--- src/design/assert_macros.svh ---
// ----------------------------------------------------------------------------
// assert_macros.svh
// shared concurrent assertion macros, sampled on clk_i, off during reset
// ----------------------------------------------------------------------------
`ifndef ASSERT_MACROS_SVH
`define ASSERT_MACROS_SVH

// property must hold at every clock edge outside reset
`define ASSERT_ALWAYS(label, prop, msg) \
  label: assert property (@(posedge clk_i) disable iff (!rst_ni) (prop)) \
    else $error(msg);

// consequent must hold in the same cycle as the antecedent
`define ASSERT_IMPLIES(label, ante, cons, msg) \
  label: assert property (@(posedge clk_i) disable iff (!rst_ni) (ante) |-> (cons)) \
    else $error(msg);

`endif

--- src/design/efg_pkg.sv ---
// ----------------------------------------------------------------------------
// efg_pkg
// types, codes and helpers shared by the event flag group modules
// ----------------------------------------------------------------------------
package efg_pkg;

  localparam int NUM_WAITERS = 16;
  localparam int FLAG_BITS   = 32;
  localparam int SLOT_W      = $clog2(NUM_WAITERS);
  localparam int CNT_W       = $clog2(NUM_WAITERS + 1);

  // operation codes
  localparam logic [1:0] KIND_POST   = 2'd0;
  localparam logic [1:0] KIND_CLEAR  = 2'd1;
  localparam logic [1:0] KIND_WAIT   = 2'd2;
  localparam logic [1:0] KIND_CANCEL = 2'd3;

  // result status codes
  localparam logic [2:0] ST_OK          = 3'd0;
  localparam logic [2:0] ST_INVALID     = 3'd1;
  localparam logic [2:0] ST_WOULD_BLOCK = 3'd2;
  localparam logic [2:0] ST_BLOCKED     = 3'd3;
  localparam logic [2:0] ST_TIMED_OUT   = 3'd4;
  localparam logic [2:0] ST_WOKEN       = 3'd5;

  typedef struct packed {
    logic [2:0]           status;
    logic [SLOT_W-1:0]    waiter;
    logic [FLAG_BITS-1:0] flags;
    logic                 last;
  } result_t;

  // one waiter table entry
  typedef struct packed {
    logic                 all_mode;
    logic [FLAG_BITS-1:0] mask;
  } slot_t;

  function automatic logic cond_holds(logic [FLAG_BITS-1:0] word,
                                      logic [FLAG_BITS-1:0] mask,
                                      logic                 all_mode);
    logic [FLAG_BITS-1:0] hit;
    hit = word & mask;
    if (all_mode) begin
      return hit == mask;
    end
    return hit != '0;
  endfunction

endpackage

--- src/design/event_flag_group_waiters.sv ---
// ----------------------------------------------------------------------------
// event_flag_group_waiters: event flag word with a table of blocked waiters
// clear and wait go straight to the result; cancel walks the queue through the order
// memory; post walks it oldest first, paced by the read of the order memory then the
// slot memory for each queued waiter, and emits each woken waiter; one item at a time
// reset clears flags, waiting bits and count at once; no clearing pass
// ----------------------------------------------------------------------------
`include "assert_macros.svh"

module event_flag_group_waiters (
  input  logic        clk_i,
  input  logic        rst_ni,
  input  logic        in_valid_i,
  output logic        in_stall_o,
  input  logic [1:0]  kind_i,
  input  logic [31:0] flags_i,
  input  logic        match_all_i,
  input  logic [3:0]  waiter_id_i,
  input  logic        no_wait_i,
  output logic        out_valid_o,
  input  logic        out_stall_i,
  output logic [2:0]  status_o,
  output logic [3:0]  result_waiter_o,
  output logic [31:0] flags_now_o,
  output logic        last_o
);

  localparam int SLOT_W = efg_pkg::SLOT_W;
  localparam int CNT_W  = efg_pkg::CNT_W;
  localparam int FB     = efg_pkg::FLAG_BITS;
  localparam int NW     = efg_pkg::NUM_WAITERS;

  // sequencer states
  localparam logic [2:0] S_IDLE    = 3'd0;
  localparam logic [2:0] S_SCAN    = 3'd1;
  localparam logic [2:0] S_RD_ORD  = 3'd2;
  localparam logic [2:0] S_RD_SLOT = 3'd3;
  localparam logic [2:0] S_EMIT    = 3'd4;

  logic [2:0]       state_q, state_d;
  logic [FB-1:0]    ew_q, ew_d;          // event flag word
  logic [NW-1:0]    waiting_q, waiting_d;
  logic [CNT_W-1:0] count_q, count_d;    // queued waiters
  logic [CNT_W-1:0] idx_q, idx_d;        // scan read position
  logic [CNT_W-1:0] kept_q, kept_d;      // compaction write position
  logic             cancel_q, cancel_d;  // scan removes one slot instead of waking
  logic [SLOT_W-1:0] id_q, id_d;
  efg_pkg::result_t res_q, res_d;        // result waiting for the output register

  // waiter table: per-slot mask and mode, and the arrival queue of slot numbers
  efg_pkg::slot_t    slot_mem [NW];
  logic [SLOT_W-1:0] ord_mem  [NW];
  efg_pkg::slot_t    slot_rd_q;
  logic [SLOT_W-1:0] ord_rd_q;

  logic              slot_we;
  logic [SLOT_W-1:0] slot_waddr;
  efg_pkg::slot_t    slot_wdata;
  logic              ord_we;
  logic [SLOT_W-1:0] ord_waddr;
  logic [SLOT_W-1:0] ord_wdata;

  logic             push_valid;
  logic             push_ready;
  efg_pkg::result_t out_data;
  logic             accept;

  assign in_stall_o = (state_q != S_IDLE);
  assign accept     = in_valid_i && !in_stall_o;
  assign push_valid = (state_q == S_EMIT);

  always_comb begin
    state_d    = state_q;
    ew_d       = ew_q;
    waiting_d  = waiting_q;
    count_d    = count_q;
    idx_d      = idx_q;
    kept_d     = kept_q;
    cancel_d   = cancel_q;
    id_d       = id_q;
    res_d      = res_q;
    slot_we    = 1'b0;
    slot_waddr = waiter_id_i;
    slot_wdata = '{all_mode: match_all_i, mask: flags_i};
    ord_we     = 1'b0;
    ord_waddr  = kept_q[SLOT_W-1:0];
    ord_wdata  = ord_rd_q;

    case (state_q)
      S_IDLE: begin
        if (accept) begin
          id_d    = waiter_id_i;
          idx_d   = '0;
          kept_d  = '0;
          state_d = S_EMIT;
          case (kind_i)
            efg_pkg::KIND_POST: begin
              // or in the bits, then walk the queue oldest first
              ew_d     = ew_q | flags_i;
              cancel_d = 1'b0;
              state_d  = S_SCAN;
            end
            efg_pkg::KIND_CLEAR: begin
              ew_d  = ew_q & ~flags_i;
              res_d = '{status: efg_pkg::ST_OK, waiter: '0, flags: ew_d, last: 1'b1};
            end
            efg_pkg::KIND_WAIT: begin
              res_d = '{status: efg_pkg::ST_INVALID, waiter: waiter_id_i, flags: ew_q,
                        last: 1'b1};
              if (flags_i == '0) begin
                res_d.status = efg_pkg::ST_INVALID;
              end else if (efg_pkg::cond_holds(ew_q, flags_i, match_all_i)) begin
                res_d.status = efg_pkg::ST_OK;
              end else if (no_wait_i) begin
                res_d.status = efg_pkg::ST_WOULD_BLOCK;
              end else if (waiting_q[waiter_id_i] || count_q >= CNT_W'(NW)) begin
                res_d.status = efg_pkg::ST_INVALID;
              end else begin
                // append to the table
                slot_we                = 1'b1;
                ord_we                 = 1'b1;
                ord_waddr              = count_q[SLOT_W-1:0];
                ord_wdata              = waiter_id_i;
                waiting_d[waiter_id_i] = 1'b1;
                count_d                = count_q + CNT_W'(1);
                res_d.status           = efg_pkg::ST_BLOCKED;
              end
            end
            default: begin
              // cancel on timeout
              if (!waiting_q[waiter_id_i]) begin
                res_d = '{status: efg_pkg::ST_INVALID, waiter: waiter_id_i, flags: ew_q,
                          last: 1'b1};
              end else begin
                waiting_d[waiter_id_i] = 1'b0;
                cancel_d               = 1'b1;
                state_d                = S_SCAN;
              end
            end
          endcase
        end
      end

      S_SCAN: begin
        if (idx_q == count_q) begin
          // queue walked: commit compacted length and close the transaction
          count_d = kept_q;
          if (cancel_q) begin
            res_d = '{status: efg_pkg::ST_TIMED_OUT, waiter: id_q, flags: ew_q,
                      last: 1'b1};
          end else begin
            res_d = '{status: efg_pkg::ST_OK, waiter: '0, flags: ew_q, last: 1'b1};
          end
          state_d = S_EMIT;
        end else begin
          state_d = S_RD_ORD;
        end
      end

      S_RD_ORD: begin
        // ord_rd_q holds the slot at the scan position
        if (cancel_q) begin
          if (ord_rd_q != id_q) begin
            ord_we = 1'b1;
            kept_d = kept_q + CNT_W'(1);
          end
          idx_d   = idx_q + CNT_W'(1);
          state_d = S_SCAN;
        end else begin
          state_d = S_RD_SLOT;
        end
      end

      S_RD_SLOT: begin
        idx_d = idx_q + CNT_W'(1);
        if (efg_pkg::cond_holds(ew_q, slot_rd_q.mask, slot_rd_q.all_mode)) begin
          waiting_d[ord_rd_q] = 1'b0;
          res_d = '{status: efg_pkg::ST_WOKEN, waiter: ord_rd_q, flags: ew_q, last: 1'b0};
          state_d = S_EMIT;
        end else begin
          // still blocked: keep it in order
          ord_we  = 1'b1;
          kept_d  = kept_q + CNT_W'(1);
          state_d = S_SCAN;
        end
      end

      S_EMIT: begin
        if (push_ready) begin
          state_d = res_q.last ? S_IDLE : S_SCAN;
        end
      end

      default: begin
        state_d = S_IDLE;
      end
    endcase
  end

  always_ff @(posedge clk_i or negedge rst_ni) begin
    if (!rst_ni) begin
      state_q   <= S_IDLE;
      ew_q      <= '0;
      waiting_q <= '0;
      count_q   <= '0;
      idx_q     <= '0;
      kept_q    <= '0;
      cancel_q  <= 1'b0;
    end else begin
      state_q   <= state_d;
      ew_q      <= ew_d;
      waiting_q <= waiting_d;
      count_q   <= count_d;
      idx_q     <= idx_d;
      kept_q    <= kept_d;
      cancel_q  <= cancel_d;
    end
  end

  always_ff @(posedge clk_i) begin
    id_q  <= id_d;
    res_q <= res_d;
  end

  // synchronous memories with registered read data; the write position never
  // passes the next read position, so no forwarding is needed
  always_ff @(posedge clk_i) begin
    if (slot_we) begin
      slot_mem[slot_waddr] <= slot_wdata;
    end
    if (ord_we) begin
      ord_mem[ord_waddr] <= ord_wdata;
    end
    ord_rd_q  <= ord_mem[idx_q[SLOT_W-1:0]];
    slot_rd_q <= slot_mem[ord_rd_q];
  end

  efg_out_reg u_out_reg (
    .clk_i        (clk_i),
    .rst_ni       (rst_ni),
    .push_valid_i (push_valid),
    .push_data_i  (res_q),
    .push_ready_o (push_ready),
    .out_valid_o  (out_valid_o),
    .out_stall_i  (out_stall_i),
    .out_data_o   (out_data)
  );

  assign status_o        = out_data.status;
  assign result_waiter_o = out_data.waiter;
  assign flags_now_o     = out_data.flags;
  assign last_o          = out_data.last;

  // queue length and waiting bits agree whenever no scan is under way
  `ASSERT_IMPLIES(a_count_matches, state_q == S_IDLE,
    $countones(waiting_q) == int'(count_q), "waiter count out of step with waiting bits")
  // table never overflows
  `ASSERT_ALWAYS(a_count_bound, count_q <= CNT_W'(NW), "waiter count above table size")
  // compaction never writes ahead of the scan
  `ASSERT_ALWAYS(a_kept_behind, kept_q <= idx_q, "compaction write passed scan position")

endmodule

--- src/design/efg_out_reg.sv ---
// ----------------------------------------------------------------------------
// efg_out_reg
// output register that holds one result transaction until taken
// ----------------------------------------------------------------------------
module efg_out_reg (
  input  logic              clk_i,
  input  logic              rst_ni,
  input  logic              push_valid_i,
  input  efg_pkg::result_t  push_data_i,
  output logic              push_ready_o,
  output logic              out_valid_o,
  input  logic              out_stall_i,
  output efg_pkg::result_t  out_data_o
);

  logic             valid_q;
  efg_pkg::result_t data_q;

  // free when empty or when the held transaction leaves this cycle
  assign push_ready_o = !valid_q || !out_stall_i;

  always_ff @(posedge clk_i or negedge rst_ni) begin
    if (!rst_ni) begin
      valid_q <= 1'b0;
    end else if (push_ready_o) begin
      valid_q <= push_valid_i;
    end
  end

  always_ff @(posedge clk_i) begin
    if (push_ready_o && push_valid_i) begin
      data_q <= push_data_i;
    end
  end

  assign out_valid_o = valid_q;
  assign out_data_o  = data_q;

endmodule

--- config.mk ---
export PLATFORM = sky130hd
export DESIGN_NAME = event_flag_group_waiters
export DESIGN_NICKNAME = d
export VERILOG_FILES = /design/src/design/efg_pkg.sv /design/src/design/event_flag_group_waiters.sv /design/src/design/efg_out_reg.sv
export VERILOG_INCLUDE_DIRS = /design/src /design/src/design
export SDC_FILE = /design/constraint.sdc
export NUM_CORES = 1
export LEC_CHECK = 0
export CAP_MARGIN = 20
export CORE_UTILIZATION = 53
export CTS_CLUSTER_SIZE = 8
export DETAILED_ROUTE_END_ITERATION = 10
export DONT_BUFFER_PORTS = 1
export GPL_TIMING_DRIVEN = 0
export MAX_ROUTING_LAYER = met4
export PLACE_DENSITY = 0.72
export SLEW_MARGIN = 10
export SYNTH_ARGS = -nofsm -noshare
export SYNTH_HDL_FRONTEND = slang
export SYNTH_SLANG_ARGS = --single-unit
--- constraint.sdc ---
create_clock -name clk_i -period 18.5 [get_ports clk_i]
set_input_delay 2.775 -clock clk_i [delete_from_list [all_inputs] [get_ports clk_i]]
set_output_delay 2.775 -clock clk_i [all_outputs]
set_load 0.005 [all_outputs]
==> PnR_summary.wiki, run 1 <==
{| class="wikitable"
! Metric !! Value
|-
| Critical path data required time || 18.88 ns
|-
| Synth Area in Simple Gates || 5.82%
|-
| Total core area || 0.0579 mm^2
|-
| Post_cts resized || 0
|-
| Multi-input gate area in the final layout || 0.00805 mm^2
|-
| Net count after synthesis || 1779
|-
| CTS tree || yes
|-
| Detailed-routing iteration count for the pre-antenna-repair pass || 5
|-
| Worst-skew pair later-pin latency || 0.69 ns
|-
| Portion of total power attributed to combinational logic || 17.6%
|-
| Worst endpoint data arrival time || 6.41 ns
|-
| Antenna-violating nets left || 0
|-
| Number of fill cells in the layout || 3950
|-
| Post-CTS Hold Fix Bufs || 0
|-
| Pleak || 11.8 nW
|-
| Most frequent cells in the layout || 676 x edfxtp_1, 188 x mux4_2, 137 x clkbuf_1, 132 x nand2_1, 107 x clkbuf_16
|-
| Period minus WS final || 6.04 ns
|-
| Total net switching power || 0.00142 W
|-
| Fin Setup TNS || 0 ns
|-
| Critical path fanouts, max || 18
|-
| Global-route wire length before repair || 120 mm
|-
| Final Core Density || 62.3%
|-
| Sw Share || 28.3%
|-
| Synthesized-area fraction occupied by xor and xnor cells || 0.309%
|-
| Number of placed I/O pins || 86
|-
| TritonCTS sink count || 781
|-
| PnR Total Power || 0.00501 W
|-
| Gate count after technology mapping || 1728
|-
| Weighted congestion at the end of routability-driven global placement || 0.948
|-
| Final worst path period share || 32.6%
|-
| Syn avg cell area || 18.1 um^2
|-
| Port buffer count || 0
|-
| Post-synthesis adder-cell area fraction || 0.281%
|-
| Deepest clock path buffer count || 3
|-
| Layout-stage area growth over the synthesis result || 15.7%
|-
| Kind of start point of the critical path || primary input
|-
| Setup repair after global routing missed its margin || false
|-
| Flop and latch count out of synthesis || 781
|-
| Depth of the CTS H-tree || 3
|-
| Final clock skew || 0.0470 ns
|-
| Nets || 1919
|-
| Via count of the routed design || 17623
|-
| Transition at the pin with the smallest max-transition slack || 1.03 ns
|-
| Number of global-route vias before repair || 17787
|-
| Fraction of final layout cells sized beyond drive strength 1 || 19.4%
|-
| Most common cell after layout, fill and taps aside || edfxtp_1
|-
| Number of remaining DRC errors || 0
|-
| Portion of netlist area occupied by mux cells || 14.0%
|-
| Storage cell area || 0.0227 mm^2
|-
| Commonest register cell after synthesis || edfxtp_1
|-
| Total clock buffers created by CTS || 107
|-
| Highest clock rate || 166 MHz
|-
| Clock power frac || 36.5%
|-
| Number of hold violations in the final report || 0
|-
| Fraction of the yosys area taken by sequential cells || 72.9%
|-
| Max transition margin || 31.4%
|-
| Global router's overall resource usage || 28.7%
|-
| Int Pwr || 0.00359 W
|-
| Kind of end point of the critical path || flop
|-
| Post-detailed-route via-to-cell ratio || 6.48
|-
| Antenna violations before repair || 3
|-
| Final worst hold slack || 0.382 ns
|-
| Area fraction in compound gates after synthesis || 4.99%
|-
| Number of enable flip-flop cells after synthesis || 676
|-
| Count of standard-cell rows || 88
|-
| Outcome || finished clean
|-
| Final Routed Wirelength || 80.8 mm
|-
| Initial core utilization || 53.9%
|-
| Setup slack of the worst register-to-register path || 13.55 ns
|-
| Clock-pin slew on the worst setup and hold paths || 0.05 ns
|-
| Die width || 245 um
|-
| Fraction of registers with async set or reset after synthesis || 8.71%
|-
| Area of the die || 0.0598 mm^2
|-
| Min-delay worst type || flop to flop
|-
| Detailed Route Iter0 Violations || 2029
|-
| Mapped cell area || 0.0312 mm^2
|-
| Fraction of power consumed by sequential logic || 45.9%
|-
| WL per Instance || 29.7 um
|-
| Cell type with the largest total area after synthesis || edfxtp_1
|-
| Area share of the largest cell type after synthesis || 65.1%
|-
| Number of different library cells in the post-synthesis netlist || 76
|-
| Count of yosys warnings during synthesis || 0
|-
| VDD IR-drop max || 0.000105 V
|-
| Number of max-capacitance violations reported || 0
|-
| Classification of the worst setup path || primary input to flop
|-
| Root buf cell || clkbuf_16
|-
| Final setup vio count || 0
|-
| Maximum number of pins on one net before global-route repair || 69
|-
| Area contributors post-synth || edfxtp_1 65%, mux4_2 14%, dfrtp_1 5.5%, dfxtp_1 2.4%, nand2_1 1.6%
|-
| Sum of net half-perimeters after detailed placement || 53.0 mm
|-
| Pwr dens || 139 mW/mm^2
|-
| Max-slew violation count || 0
|-
| Height of the die || 245 um
|-
| Post-CTS Setup Repair Bufs || 0
|-
| Remaining global-route overflow || 0
|-
| Dominant combinational cell family by area after synthesis || multiplexers
|}
[kinds of logic (layout without fill, tap and decap cells)]
group,Yosys count,after routing
AOI/OAI and AO/OA,221,221
xor gates and xnor gates,11,11
adders and majority gates,7,7
buffers and inverters,130,355
DFF,781,781
muxes,199,199
other,0,1
and+or+nand+nor,379,379
[per-stage QoR]
| step | instance area (um^2) | setup slack (ns) | instances |
|---|---|---|---|
| 2_1_floorplan | 31200 | 7.80 | 1728 |
| 4_1_cts | 36000 | 12.61 | 2711 |
| 3_3_place_gp | 32200 | 5.65 | 2493 |
| 3_5_place_dp | 32800 | 11.90 | 2517 |
| 6_report | 36100 | 12.46 | 2719 |
| 5_1_grt | 36100 | 12.29 | 2718 |
[layout make-up]
class,count,area share [%]
Clock inverter,7,0.486
Tap cell,765,2.65
Clock buffer,187,8.28
Buffer,83,0.971
Multi-Input combinational cell,817,22.3
Antenna cell,1,0.00694
Timing Repair Buffer,31,1.76
Sequential cell,781,63.0
Inverter,47,0.489
[flip-flops by register name, indices dropped and copies added, names as in the netlist, 3 cells and up, named ones only]
signal	cells
idx_q	5
u_out_reg.out_data_o	40
ord_mem	64
kept_q	5
state_q	3
res_q	40
id_q	4
slot_rd_q	33
slot_mem	528
ord_rd_q	4
count_q	5
[power groups by stage]
stage | clock [W] | sequential, W | combinational (W)
global placement | 0 | 0.00233 | 0.000829
detailed placement | 0 | 0.00232 | 0.000865
finish | 0.00183 | 0.00230 | 0.000883
global route | 0.00192 | 0.00230 | 0.000955
floorplan | 0 | 0.00223 | 0.000625
CTS | 0.00185 | 0.00229 | 0.000874
[Yosys cell counts, drive strengths merged (5+ instances only)]
cell and instances:
edfxtp 676, mux4 189, nand2 133, nor2 78, dfrtp 68, clkbuf 58
o21ai 56, inv 44, nor2b 41, dfxtp 37, nand3 37, nand2b 35
a21oi 30, a22oi 29, a21boi 26, buf 25, nand4 19, a221o 16
o22ai 11, a2111oi 10, nor4 10, nor3 8, ha 7, mux2 7
xnor2 6, and3 5, xor2 5
[metal layers]
layer / global-route usage [%] / vias to the layer above / routed length [um]
li1: - / 7244 / -
met1: 38.4 / 9179 / 31700
met2: 44.9 / 1016 / 39100
met3: 5.03 / 184 / 7360
met4: 9.65 / 0 / 2620
met5: - / - / 0
[worst paths after layout]
path,startpoint,endpoint,cells after the start
worst max-delay path,waiter_id_i[3],slot_mem[1][11],10
worst min-delay path,res_q[39],u_out_reg.out_data_o[39],0
worst max register to register,flop,res_q[8],10
worst min register to register,res_q[39],u_out_reg.out_data_o[39],0
max in group asynchronous,rst_ni,kept_q[0],0
min in group asynchronous,rst_ni,asynchronous set/reset pin,0
[worst max-delay path: stages]
cell	delay (ns)
clkbuf_1	0.45
mux4_2	0.40
nand2_1	0.09
nand3_2	0.17
nor4_1	0.63
nand2_4	0.22
buf_4	0.28
buf_2	0.31
nor2_4	0.77
buf_16	0.25
No activity file was read; power rests on OpenSTA's default activity.
==> run 2: changes to the inputs <==
==> constraint.sdc (replaced) <==
create_clock -name clk_i -period 5.6 [get_ports clk_i]
set_input_delay 0.84 -clock clk_i [delete_from_list [all_inputs] [get_ports clk_i]]
set_output_delay 0.84 -clock clk_i [all_outputs]
set_load 0.005 [all_outputs]
==> PnR_summary.wiki, run 2 (same netlist as run 1, synthesis figures left out) <==
{| class="wikitable"
! Metric !! Value
|-
| Highest-delay cell along the critical path || o41ai_1
|-
| Outcome || finished clean
|-
| Transition at the pin with the smallest max-transition slack || 1.06 ns
|-
| Crit path cell chain || a22oi_1, nand4_1, o41ai_1, o311a_1, nand2_4, buf_4, buf_2, nor2_4, buf_12
|-
| Most frequent cells in the layout || 676 x edfxtp_1, 188 x mux4_2, 138 x clkbuf_1, 132 x nand2_1, 107 x clkbuf_16
|-
| Number of global-route vias before repair || 17614
|-
| Max-slew violation count || 0
|-
| CP peak stage delay || 0.94 ns
|-
| Count of standard-cell rows || 88
|-
| CTS tree || yes
|-
| Height of the die || 245 um
|-
| Critical path data required time || 5.95 ns
|-
| Met1 capacity usage during global routing || 37.6%
|-
| Highest clock rate || 226 MHz
|-
| Final worst path period share || 79.2%
|-
| Global router's overall resource usage || 28.3%
|-
| VDD IR-drop max || 0.000333 V
|-
| Antenna-violating nets left || 0
|-
| Die width || 245 um
|-
| Number of max-capacitance violations reported || 0
|-
| WL per Instance || 29.4 um
|-
| Area of the die || 0.0598 mm^2
|-
| Port buffer count || 0
|-
| Nets || 1914
|-
| GRT met3 Usage || 5.25%
|-
| Number of stages on the worst setup path || 9
|-
| Final clock skew || 0.0417 ns
|-
| Number of placed I/O pins || 86
|-
| Classification of the worst setup path || flop to flop
|-
| Global-route wire length before repair || 118 mm
|-
| Critical path fanouts, max || 18
|-
| Busiest layer in global routing || met2
|-
| Worst-skew pair later-pin latency || 0.67 ns
|-
| Number of remaining DRC errors || 0
|-
| Period minus WS final || 4.43 ns
|-
| Min-delay worst type || primary input to asynchronous set/reset pin
|-
| Pwr dens || 459 mW/mm^2
|-
| Remaining global-route overflow || 0
|-
| Depth of the CTS H-tree || 3
|-
| Initial core utilization || 53.9%
|-
| Layout-stage area growth over the synthesis result || 15.4%
|-
| Total core area || 0.0579 mm^2
|-
| Pleak || 11.8 nW
|-
| Post-route cell area || 0.0360 mm^2
|-
| Via count of the routed design || 17226
|-
| Buffering stage count on the worst path with inverters included || 3
|-
| Antenna violations before repair || 1
|-
| Area after DPL || 0.0328 mm^2
|-
| Met2 global-route usage || 44.4%
|-
| Total clock buffers created by CTS || 107
|-
| Number of diodes added for antenna fixing || 0
|-
| Final setup vio count || 0
|-
| Clock-pin slew on the worst setup and hold paths || 0.05 ns
|-
| Deepest clock path buffer count || 3
|-
| Biggest registers after layout || slot_mem x528, ord_mem x64
|-
| Worst endpoint data arrival time || 4.78 ns
|-
| Top register by number of flip-flops || slot_mem
|-
| Detailed Route Iter0 Violations || 1779
|-
| Kind of start point of the critical path || flop
|-
| TritonCTS sink count || 781
|-
| Setup repair after global routing missed its margin || false
|-
| Maximum number of pins on one net before global-route repair || 69
|-
| Sum of net half-perimeters after detailed placement || 52.1 mm
|-
| Fraction of final layout cells sized beyond drive strength 1 || 19.1%
|-
| Detailed-routing iteration count for the pre-antenna-repair pass || 7
|-
| CP top delay family || compound AO/OA/AOI/OAI gates
|-
| Flip-flop count of the largest register after layout || 528
|-
| Post-detailed-route via-to-cell ratio || 6.35
|-
| Fin Setup TNS || 0 ns
|-
| Worst R2R Path Depth || 9
|-
| Max transition margin || 29.0%
|-
| Weighted congestion at the end of routability-driven global placement || 0.989
|-
| Number of hold violations in the final report || 0
|-
| Root buf cell || clkbuf_16
|-
| Kind of end point of the critical path || flop
|-
| Final Routed Wirelength || 79.7 mm
|-
| Post_cts resized || 0
|-
| Most common cell after layout, fill and taps aside || edfxtp_1
|}
[run 2: cell types whose count changed in the layout (fill, tap and decap cells not counted), sizes merged]
cell	before	now
buf	55	50
clkbuf	246	247
clkinv	9	7
diode	1	0
inv	45	47
[run 2: what timing repair did]
item,4_1_cts,5_1_grt
setup buffers,0,0
hold endpoints to repair,68,0
hold buffers,1,0
[run 2: cell type report]
class	count	area [um^2]
sequential	781	22700
fill	4016	21900
multi-input combinational	817	8070
clock buffer	188	2990
tap	765	957
timing repair buffer	26	541
buffer	83	350
inverter	47	176
clock inverter	7	158
[run 2: path summary, 6_finish.rpt]
check                      slack [ns]                    endpoint   startpoint
min in group clk_i               0.26             slot_mem[2][11]  flags_i[11]
setup reg to reg                 1.17              slot_mem[8][2]         flop
hold reg to reg                  0.41    u_out_reg.out_data_o[30]    res_q[30]
max in group asynchronous        5.19                  state_q[2]       rst_ni
hold / removal                   0.07  asynchronous set/reset pin       rst_ni
setup / recovery                 1.17              slot_mem[8][2]         flop
[run 2: report_power, final]
group          switching (W)  internal (W)
Sequential          0.000601       0.00699
Combinational        0.00164       0.00128
Clock                0.00240       0.00360
Total                0.00464        0.0119
[run 2: worst reg2reg max path, stage by stage, from the launching register on]
cell and delay, ns:
dfrtp_1 0.49, a22oi_1 0.30, nand4_1 0.14, o41ai_1 0.94
o311a_1 0.51, nand2_4 0.18, buf_4 0.29, buf_2 0.32
nor2_4 0.66, buf_12 0.28
[run 2: metal layers]
layer	vias up	share of wire (%)
met5	-	0
met4	0	2.8
met3	174	8.4
met2	892	49
met1	8945	40
li1	7215	-
[run 2: through the flow]
step	utilization [%]	instances	hold slack, ns	setup WS [ns]	power [W]
after floorplan	-	1728	0.400	0.741	0.00943
after global placement	55.5	2493	0.402	-1.21	0.0104
after detailed placement	56.6	2515	0.406	0.946	0.0105
after CTS	62.1	2711	0.0646	1.23	0.0165
after global routing	62.1	2714	0.0797	1.03	0.0171
final	62.1	2714	0.0696	1.17	0.0165
